[src/sv/scalar_kalman_filter_assert.svh]
// Assertion macros for the scalar Kalman filter.
// Used inside modules that have clk and arst_n in scope; no other dependencies.
`ifndef SCALAR_KALMAN_FILTER_ASSERT_SVH
`define SCALAR_KALMAN_FILTER_ASSERT_SVH

// Check the consequent in the same cycle as the antecedent.
`define SKF_ASSERT_NOW(lbl, ante, cons, msg) \
	lbl: assert property (@(posedge clk) disable iff (!arst_n) (ante) |-> (cons)) \
		else $error(msg);

// Check the consequent in the cycle after the antecedent.
`define SKF_ASSERT_NEXT(lbl, ante, cons, msg) \
	lbl: assert property (@(posedge clk) disable iff (!arst_n) (ante) |=> (cons)) \
		else $error(msg);

`endif

[src/sv/skf_pkg.sv]
// Shared constants and types for the scalar Kalman filter.
// No dependencies; used by skf_div, skf_mul and scalar_kalman_filter.
`timescale 1ns / 1ps

package skf_pkg;

	localparam int CHANNELS  = 3;
	localparam int FRAC_BITS = 16;

	localparam int CH_W     = 2;
	localparam int CH_IDX_W = (CHANNELS > 1) ? $clog2(CHANNELS) : 1;
	localparam int MEAS_W   = 16;
	localparam int DATA_W   = 32;
	localparam int GAIN_W   = 17;
	localparam int DEN_W    = DATA_W + 1;
	localparam int PROD_W   = GAIN_W + 1 + DEN_W;

	localparam logic [GAIN_W-1:0] GAIN_ONE = GAIN_W'(65536);

	localparam int CFG_IDX_W = 1;
	localparam logic [CFG_IDX_W-1:0] REG_PROCESS_NOISE = 1'b0;
	localparam logic [CFG_IDX_W-1:0] REG_MEASURE_NOISE = 1'b1;

	localparam logic [DATA_W-1:0] PROCESS_NOISE_RST = DATA_W'(655);
	localparam logic [DATA_W-1:0] MEASURE_NOISE_RST = DATA_W'(65536);

	typedef struct packed {
		logic busy;
		logic done;
	} div_status_t;

endpackage

[src/sv/scalar_kalman_filter.sv]
// Scalar Kalman filter, one estimate and covariance per channel, one shared divider and multiplier.
// An out-of-range channel skips the divider and multiplier and goes straight to the result.
// Items are handled one at a time; the 17-step gain divider takes most of the time per item.
// The input is not ready until the item's result sits in the output register.
// Reset (arst_n low, asynchronous): estimates and covariances zero, Q = 655, R = 65536.
// Depends on skf_pkg, skf_div, skf_mul and scalar_kalman_filter_assert.svh.
`timescale 1ns / 1ps

module scalar_kalman_filter (
	input  logic                              clk,
	input  logic                              arst_n,
	// configuration write port
	input  logic                              cfg_we,
	input  logic [skf_pkg::CFG_IDX_W-1:0]     cfg_addr,
	input  logic [skf_pkg::DATA_W-1:0]        cfg_wdata,
	// input item stream
	input  logic                              s_axis_tvalid,
	output logic                              s_axis_tready,
	input  logic [23:0]                       s_axis_tdata,  // [1:0] channel, [17:2] measurement
	// result item stream
	output logic                              m_axis_tvalid,
	input  logic                              m_axis_tready,
	output logic [55:0]                       m_axis_tdata   // [1:0] out_channel, [33:2] estimate,
	                                                         // [50:34] gain
);

	localparam int DW = skf_pkg::DATA_W;
	localparam int GW = skf_pkg::GAIN_W;
	localparam int M_W = 48;

	// Sequencer states.
	localparam logic [2:0] S_IDLE  = 3'd0;  // wait for an item
	localparam logic [2:0] S_PRIOR = 3'd1;  // prior covariance, scaled sample
	localparam logic [2:0] S_DENOM = 3'd2;  // denominator, innovation, start divider
	localparam logic [2:0] S_DIV   = 3'd3;  // wait for gain
	localparam logic [2:0] S_MUL_E = 3'd4;  // gain * innovation into the multiplier
	localparam logic [2:0] S_MUL_C = 3'd5;  // (1 - gain) * prior, take new estimate
	localparam logic [2:0] S_WB    = 3'd6;  // write back channel state
	localparam logic [2:0] S_OUT   = 3'd7;  // hand result to the output register

	logic [2:0] state_q;

	// Configuration registers.
	logic [DW-1:0] process_noise_q;
	logic [DW-1:0] measure_noise_q;

	// Per-channel state.
	logic signed [DW-1:0] est_q [skf_pkg::CHANNELS];
	logic        [DW-1:0] cov_q [skf_pkg::CHANNELS];

	// Item working registers.
	logic [skf_pkg::CH_W-1:0]          channel_q;
	logic signed [skf_pkg::MEAS_W-1:0] meas_q;
	logic signed [DW-1:0]              m_q;
	logic signed [DW-1:0]              cur_est_q;
	logic [DW-1:0]                     prior_q;
	logic signed [skf_pkg::DEN_W-1:0]  innov_q;
	logic [GW-1:0]                     gain_q;
	logic signed [DW-1:0]              newest_q;

	// Output register.
	logic                              out_valid_q;
	logic [skf_pkg::CH_W-1:0]          out_ch_q;
	logic signed [DW-1:0]              out_est_q;
	logic [GW-1:0]                     out_gain_q;

	logic [skf_pkg::CH_IDX_W-1:0]      ch_idx;
	logic                              ch_ok;
	logic [DW:0]                       prior_sum;
	logic [skf_pkg::DEN_W-1:0]         denom;
	logic signed [M_W-1:0]             m_wide;
	logic signed [DW-1:0]              m_sat;
	logic                              accept;
	logic                              out_free;

	logic                              div_start;
	skf_pkg::div_status_t              div_st;
	logic [GW-1:0]                     div_quot;

	logic [GW-1:0]                     mul_a;
	logic signed [skf_pkg::DEN_W-1:0]  mul_b;
	logic signed [skf_pkg::PROD_W-1:0] mul_p;

	logic signed [DW+2:0]              delta;
	logic signed [DW+3:0]              est_sum;
	logic signed [DW-1:0]              est_sat;

	assign accept        = s_axis_tvalid && s_axis_tready;
	assign s_axis_tready = (state_q == S_IDLE);
	assign out_free      = !out_valid_q || m_axis_tready;

	assign ch_idx = channel_q[skf_pkg::CH_IDX_W-1:0];
	assign ch_ok  = (channel_q < skf_pkg::CH_W'(skf_pkg::CHANNELS));

	// Prior covariance P + Q, saturated at all ones.
	assign prior_sum = {1'b0, cov_q[ch_idx]} + {1'b0, process_noise_q};

	// Scaled sample, saturated to the signed 32-bit range.
	assign m_wide = M_W'(meas_q) <<< skf_pkg::FRAC_BITS;
	always_comb begin
		if (m_wide > M_W'(64'sh7FFFFFFF)) begin
			m_sat = {1'b0, {(DW-1){1'b1}}};
		end else if (m_wide < -M_W'(64'sh80000000)) begin
			m_sat = {1'b1, {(DW-1){1'b0}}};
		end else begin
			m_sat = m_wide[DW-1:0];
		end
	end

	// Denominator P' + R, kept exact in 33 bits.
	assign denom     = {1'b0, prior_q} + {1'b0, measure_noise_q};
	assign div_start = (state_q == S_DENOM);

	skf_div u_div (
		.clk    (clk),
		.arst_n (arst_n),
		.start  (div_start),
		.numer  (prior_q),
		.denom  (denom),
		.status (div_st),
		.quot   (div_quot)
	);

	// The one multiplier serves both products: estimate update, then covariance.
	always_comb begin
		if (state_q == S_MUL_C) begin
			mul_a = skf_pkg::GAIN_ONE - gain_q;
			mul_b = signed'({1'b0, prior_q});
		end else begin
			mul_a = gain_q;
			mul_b = innov_q;
		end
	end

	skf_mul u_mul (
		.clk (clk),
		.a   (mul_a),
		.b   (mul_b),
		.p_q (mul_p)
	);

	// Floor of K * innovation / 2^16 is an arithmetic shift; add and saturate.
	assign delta   = mul_p[skf_pkg::PROD_W-1:16];
	assign est_sum = (DW+4)'(cur_est_q) + (DW+4)'(delta);
	always_comb begin
		if (est_sum > (DW+4)'(64'sh7FFFFFFF)) begin
			est_sat = {1'b0, {(DW-1){1'b1}}};
		end else if (est_sum < -(DW+4)'(64'sh80000000)) begin
			est_sat = {1'b1, {(DW-1){1'b0}}};
		end else begin
			est_sat = est_sum[DW-1:0];
		end
	end

	// Sequencer.
	always_ff @(posedge clk or negedge arst_n) begin
		if (!arst_n) begin
			state_q <= S_IDLE;
		end else begin
			unique case (state_q)
				S_IDLE: begin
					if (accept) state_q <= S_PRIOR;
				end
				S_PRIOR: begin
					// An out-of-range channel skips straight to the result.
					state_q <= ch_ok ? S_DENOM : S_OUT;
				end
				S_DENOM: state_q <= S_DIV;
				S_DIV: begin
					if (div_st.done) state_q <= S_MUL_E;
				end
				S_MUL_E: state_q <= S_MUL_C;
				S_MUL_C: state_q <= S_WB;
				S_WB:    state_q <= S_OUT;
				S_OUT: begin
					if (out_free) state_q <= S_IDLE;
				end
				default: state_q <= S_IDLE;
			endcase
		end
	end

	// Item datapath registers.
	always_ff @(posedge clk) begin
		if (accept) begin
			channel_q <= s_axis_tdata[1:0];
			meas_q    <= signed'(s_axis_tdata[17:2]);
		end
		if (state_q == S_PRIOR) begin
			m_q       <= m_sat;
			cur_est_q <= est_q[ch_idx];
			prior_q   <= prior_sum[DW] ? {DW{1'b1}} : prior_sum[DW-1:0];
			if (!ch_ok) begin
				gain_q   <= '0;
				newest_q <= '0;
			end
		end
		if (state_q == S_DENOM) begin
			innov_q <= skf_pkg::DEN_W'(m_q) - skf_pkg::DEN_W'(cur_est_q);
		end
		if (state_q == S_DIV && div_st.done) begin
			gain_q <= div_quot;
		end
		if (state_q == S_MUL_C) begin
			newest_q <= est_sat;
		end
	end

	// Channel state: cleared by reset, written once per in-range item.
	always_ff @(posedge clk or negedge arst_n) begin
		if (!arst_n) begin
			for (int i = 0; i < skf_pkg::CHANNELS; i++) begin
				est_q[i] <= '0;
				cov_q[i] <= '0;
			end
		end else if (state_q == S_WB) begin
			est_q[ch_idx] <= newest_q;
			// (1 - K) * P' / 2^16 never exceeds P', so the low word is exact.
			cov_q[ch_idx] <= mul_p[DW+15:16];
		end
	end

	// Configuration writes; an unknown index is dropped.
	always_ff @(posedge clk or negedge arst_n) begin
		if (!arst_n) begin
			process_noise_q <= skf_pkg::PROCESS_NOISE_RST;
			measure_noise_q <= skf_pkg::MEASURE_NOISE_RST;
		end else if (cfg_we) begin
			unique case (cfg_addr)
				skf_pkg::REG_PROCESS_NOISE: process_noise_q <= cfg_wdata;
				skf_pkg::REG_MEASURE_NOISE: measure_noise_q <= cfg_wdata;
				default: ;
			endcase
		end
	end

	// Output register: hold the result until taken.
	always_ff @(posedge clk or negedge arst_n) begin
		if (!arst_n) begin
			out_valid_q <= 1'b0;
		end else if (state_q == S_OUT && out_free) begin
			out_valid_q <= 1'b1;
		end else if (m_axis_tready) begin
			out_valid_q <= 1'b0;
		end
	end

	always_ff @(posedge clk) begin
		if (state_q == S_OUT && out_free) begin
			out_ch_q   <= channel_q;
			out_est_q  <= newest_q;
			out_gain_q <= gain_q;
		end
	end

	assign m_axis_tvalid = out_valid_q;
	assign m_axis_tdata  = {5'b00000, out_gain_q, out_est_q, out_ch_q};

	`include "scalar_kalman_filter_assert.svh"

	`SKF_ASSERT_NEXT(a_busy_after_accept, accept, !s_axis_tready,
		"input still ready the cycle after an item was accepted")
	`SKF_ASSERT_NOW(a_div_done_in_wait, div_st.done, state_q == S_DIV,
		"gain divider finished outside the wait state")
	`SKF_ASSERT_NOW(a_gain_range, m_axis_tvalid, out_gain_q <= skf_pkg::GAIN_ONE,
		"result gain above one")
	`SKF_ASSERT_NOW(a_bad_channel_zero,
		m_axis_tvalid && (out_ch_q >= skf_pkg::CH_W'(skf_pkg::CHANNELS)),
		(out_est_q == '0) && (out_gain_q == '0),
		"out-of-range channel gave a nonzero result")

endmodule

[src/sv/skf_div.sv]
// Iterative restoring divider for the Kalman gain: floor(prior * 2^16 / denom).
// One quotient bit per cycle, 17 bits in all. Depends on skf_pkg.
`timescale 1ns / 1ps

module skf_div (
	input  logic                              clk,
	input  logic                              arst_n,
	input  logic                              start,
	input  logic [skf_pkg::DATA_W-1:0]        numer,
	input  logic [skf_pkg::DEN_W-1:0]         denom,
	output skf_pkg::div_status_t              status,
	output logic [skf_pkg::GAIN_W-1:0]        quot
);

	localparam int CNT_W = $clog2(skf_pkg::GAIN_W + 1);

	logic [skf_pkg::DEN_W-1:0]  rem_q;
	logic [skf_pkg::DEN_W-1:0]  den_q;
	logic [skf_pkg::GAIN_W-1:0] quot_q;
	logic                       bit_q;
	logic                       zero_q;
	logic                       busy_q;
	logic                       done_q;
	logic [CNT_W-1:0]           cnt_q;

	logic [skf_pkg::DEN_W:0]    trial;
	logic [skf_pkg::DEN_W:0]    diff;
	logic                       ge;

	// Shift in one numerator bit, subtract when the divisor fits.
	assign trial = {rem_q, bit_q};
	assign ge    = trial >= {1'b0, den_q};
	assign diff  = trial - {1'b0, den_q};

	always_ff @(posedge clk or negedge arst_n) begin
		if (!arst_n) begin
			busy_q <= 1'b0;
			done_q <= 1'b0;
			cnt_q  <= '0;
		end else begin
			done_q <= 1'b0;
			if (start) begin
				busy_q <= 1'b1;
				cnt_q  <= CNT_W'(skf_pkg::GAIN_W);
			end else if (busy_q) begin
				cnt_q <= cnt_q - 1'b1;
				if (cnt_q == CNT_W'(1)) begin
					busy_q <= 1'b0;
					done_q <= 1'b1;
				end
			end
		end
	end

	// Start from numer >> 1 with its low bit pending, so all 17 steps look alike.
	always_ff @(posedge clk) begin
		if (start) begin
			rem_q  <= {2'b00, numer[skf_pkg::DATA_W-1:1]};
			bit_q  <= numer[0];
			den_q  <= denom;
			quot_q <= '0;
			zero_q <= (denom == '0);
		end else if (busy_q) begin
			rem_q  <= ge ? diff[skf_pkg::DEN_W-1:0] : trial[skf_pkg::DEN_W-1:0];
			bit_q  <= 1'b0;
			quot_q <= {quot_q[skf_pkg::GAIN_W-2:0], ge};
		end
	end

	assign status.busy = busy_q;
	assign status.done = done_q;
	// A zero denominator gives gain zero.
	assign quot = zero_q ? '0 : quot_q;

endmodule

[src/sv/skf_mul.sv]
// Shared registered multiplier: unsigned 17-bit factor times signed 33-bit factor.
// Product is registered and available in the cycle after the operands. Depends on skf_pkg.
`timescale 1ns / 1ps

module skf_mul (
	input  logic                                clk,
	input  logic [skf_pkg::GAIN_W-1:0]          a,
	input  logic signed [skf_pkg::DEN_W-1:0]    b,
	output logic signed [skf_pkg::PROD_W-1:0]   p_q
);

	logic signed [skf_pkg::GAIN_W:0] a_s;

	assign a_s = signed'({1'b0, a});

	// Widen both factors first so the full product is kept.
	always_ff @(posedge clk) begin
		p_q <= skf_pkg::PROD_W'(a_s) * skf_pkg::PROD_W'(b);
	end

endmodule

[config.mk]
export PLATFORM = sky130hd
export DESIGN_NAME = scalar_kalman_filter
export DESIGN_NICKNAME = d
export VERILOG_FILES = /design/src/sv/skf_pkg.sv /design/src/sv/scalar_kalman_filter.sv /design/src/sv/skf_div.sv /design/src/sv/skf_mul.sv
export VERILOG_INCLUDE_DIRS = /design/src /design/src/sv
export SDC_FILE = /design/constraint.sdc
export NUM_CORES = 2
export LEC_CHECK = 0
export BUFFER_PORTS_ARGS = -buffer_cell sky130_fd_sc_hd__buf_2
export CORE_MARGIN = 2
export CORE_UTILIZATION = 62
export DETAILED_ROUTE_END_ITERATION = 8
export PLACE_DENSITY = 0.76
export RECOVER_POWER = 100
export SLEW_MARGIN = 20
export SYNTH_ARGS = -nofsm -noshare
export SYNTH_HDL_FRONTEND = slang
export SYNTH_SLANG_ARGS = --single-unit
[constraint.sdc]
create_clock -name clk -period 9.9 [get_ports clk]
set_input_delay 1.485 -clock clk [delete_from_list [all_inputs] [get_ports clk]]
set_output_delay 1.485 -clock clk [all_outputs]
set_load 0.1 [all_outputs]
==> run metrics <==
asr flop ratio synth 43.2%; period utilization 94.4%; fin. max-slew vios 1,043; Top FF cell, synth edfxtp_1; ant diodes 0; CTS root buf clkbuf_16; CP Class flip-flop to flip-flop; setup_tns 0 ps; setup bufs post-CTS 0; synthesis-to-finish area growth 8.13%; Hold Path Class flip-flop to flip-flop; status finished with violations; 1st-iter DRT viols roughly 3,200; Max Cap Viol 21; Pleak 25.7 nW; CP max stage delay about 2300 ps; f_max 107 MHz; Max Buffers Root-to-Sink 3; Worst path most repeated cell o21ai_0; number of H-tree levels 3; Final Non-Filler Cells 6,003; biggest area consumer among synthesized cells fa_1; area of the multi-input gates 0.0297 mm2; CTS tree built; CTS-repair resized insts 0; Final Critical Period 9340 ps; CTS Buf Count 67; worst-skew pair later-pin latency 660 ps; synth cell count leaders inv_1 (696), nand2_1 (656), fa_1 (538), nor2_1 (350), edfxtp_1 (297); r2r setup slk 560 ps; Routability Congestion 1.00; share of the synthesized area in the top cell type approximately 22%; core area between 0.07 and 0.08 mm2; synthesized instance count 4,815; DIE WIDTH 287 um; most frequent cell after synthesis inv_1; Clock Pin Slew Worst Setup and Hold Paths around 60 ps; DP HPWL 102,000 um; I/O Buffers roughly 110; CP Data Arrival Time 9690 ps; vias in the first global route 36,200; Yosys warnings 0; Tot Pwr 5.62 mW; startpoint types flip-flop; CP max FO between 50 and 60; Worst Clk Skew 48.0 ps; Worst IR Drop VDD 144 uV; largest net degree at the start of global routing 72; vias post-DR 35,300; RSZ-0062 raised after global routing false; Synth area leaders fa_1 (22%), edfxtp_1 (18%), dfrtp_1 (13%), ha_1 (6.8%), mux2_2 (5.8%); Pre-Repair DR Iteration Count 7; first-pass GRT wire length between 200,000 and 250,000 um; headroom to the max-slew limit -183%; # setup viols final 0; Design Area, Final roughly 0.054 mm2; total grt overflow 0; total track usage roughly a third; Via density 5.88; Nets 5,767; sequential area share after synthesis 33.7%; io pins 120; Fin. Hold Viols 0; CP cell instances clkbuf_1, nor2b_1, clkbuf_1, nand2_1, o21ai_0, ha_1, o21a_1, o2111ai_1, or2_0, nand2b_1, nand2_1, o221ai_1, o21ai_0, a21o_1, a21oi_1, buf_4, o21ai_0; Slew @ Worst Pin 4250 ps; row cnt 103; Worst path slowest cell clkbuf_1; cell area after placement between 0.05 and 0.06 mm2; number of synthesized flops with an enable pin approximately 300; initial cell density of the core 62.7%; fillcell total 6,049; CP Capture Type flip-flop; violated checks capacitance limit, slew limit; synthesized area per cell 10.3 um2; die area slightly above 0.08 mm2; WP data required approximately 10,000 ps; antenna violations before repair 1; remaining routing DRC violations 0; Storage cell area 0.0167 mm2; share of layout cells above drive strength 1 a little over a tenth; wirelength, routed between 100,000 and 150,000 um; Cell variety after synth 80; Placed Cells 5,879; Mapped Area 0.0495 mm2; Vert. Die Dim 287 um; PwrDens 105 mW/mm2; Antenna Nets Post-Route 0; CTS Sinks around 620; hold_buf cts 0; synthesis-stage register bit count 618; DR WL/cell 21.9 um
critical path, delay by kind of cell, from the launching register on:
kind	cells	cell delay, ps
DFF	1	880
adders and majority gates	1	380
AOI/OAI and AO/OA	8	2150
buffers and inverters	3	4400
and+or+nand+nor	5	1170
layer usage:
metal  GRT usage (%)  vias up  wire (um)
met3            6.76      306      11000
met5               0        -         13
met4            12.9        2       5730
li1                -    15900          -
met2            52.8     1457      61200
met1            44.8    17600      53700
kinds of logic (layout without fill, tap and decap cells):
logic type | count (synthesis) | after routing | synth area share, %
xor gates and xnor gates | 198 | 198 | 3.52
and+or+nand+nor | 1273 | 1273 | 11.0
DFF | 618 | 618 | 33.7
adders and majority gates | 807 | 807 | 28.5
buffers and inverters | 884 | 1018 | 6.76
other | 1 | 5 | 0.00757
muxes | 376 | 376 | 8.25
AOI/OAI and AO/OA | 658 | 658 | 8.25
power breakdown:
group,total (mW),leakage [nW],internal [mW],switching (mW)
Combinational,0.364,18.2,0.147,0.217
Clock,2.49,1.07,1.38,1.11
Sequential,2.77,6.38,2.73,0.0326
placed cells by master (no fill, tap or decap), types with 68 or more instances in the layout:
master / count
nand2_1: 655
inv_1: 695
edfxtp_1: 297
a21o_1: 102
mux2i_1: 120
dfrtp_1: 260
mux2_2: 255
o21ai_0: 158
xnor2_1: 116
clkbuf_1: 91
fa_1: 538
nor2_1: 348
buf_4: 68
a21oi_1: 200
ha_1: 269
clkbuf_16: 68
layout make-up:
cell class / instances / area share, %
multi-input combinational: 3317 / 55.4
timing repair buffer: 198 / 1.99
tap: 1050 / 2.45
clock buffer: 89 / 3.44
inverter: 696 / 4.88
sequential: 618 / 31.2
clock inverter: 35 / 0.682
per-stage QoR:
step | hold slack, ps | worst slack [ps] | utilization (%)
finish | 414 | 556 | 67.8
global route | 421 | 92.3 | 67.8
CTS | 416 | 600 | 68.1
detailed placement | 405 | 655 | 65.3
global placement | 402 | 756 | 65.3
floorplan | 400 | 1760 | -
state kept, by name, summed over array words and instances, names as in the netlist, 5 cells and up:
signal,flops
cov_q,96
cur_est_q,32
est_q,96
gain_q,17
innov_q,33
m_q,16
meas_q,16
measure_noise_q,32
newest_q,32
out_est_q,32
out_gain_q,17
prior_q,32
process_noise_q,32
u_div.cnt_q,5
u_div.den_q,33
u_div.quot_q,17
u_div.rem_q,33
u_mul.p_q,35
worst paths after layout:
| kind | from | to | depth (start not counted) |
|---|---|---|---|
| setup / recovery | ch_idx[1]$_DFFE_PP_ | prior_q[11]$_SDFFCE_PP1P_ | 17 |
| hold / removal | meas_q[14]$_DFFE_PP_ | m_q[30]$_DFFE_PP_ | 0 |
| setup reg to reg | ch_idx[1]$_DFFE_PP_ | prior_q[11]$_SDFFCE_PP1P_ | 17 |
| hold reg to reg | meas_q[14]$_DFFE_PP_ | m_q[30]$_DFFE_PP_ | 0 |
| max in group asynchronous | arst_n | state_q[2]$_DFFE_PN0P_ | 2 |
| min in group asynchronous | arst_n | est_q[29]$_DFFE_PN0P_ | 1 |
Note: power is estimated with default switching activity, not from simulation.
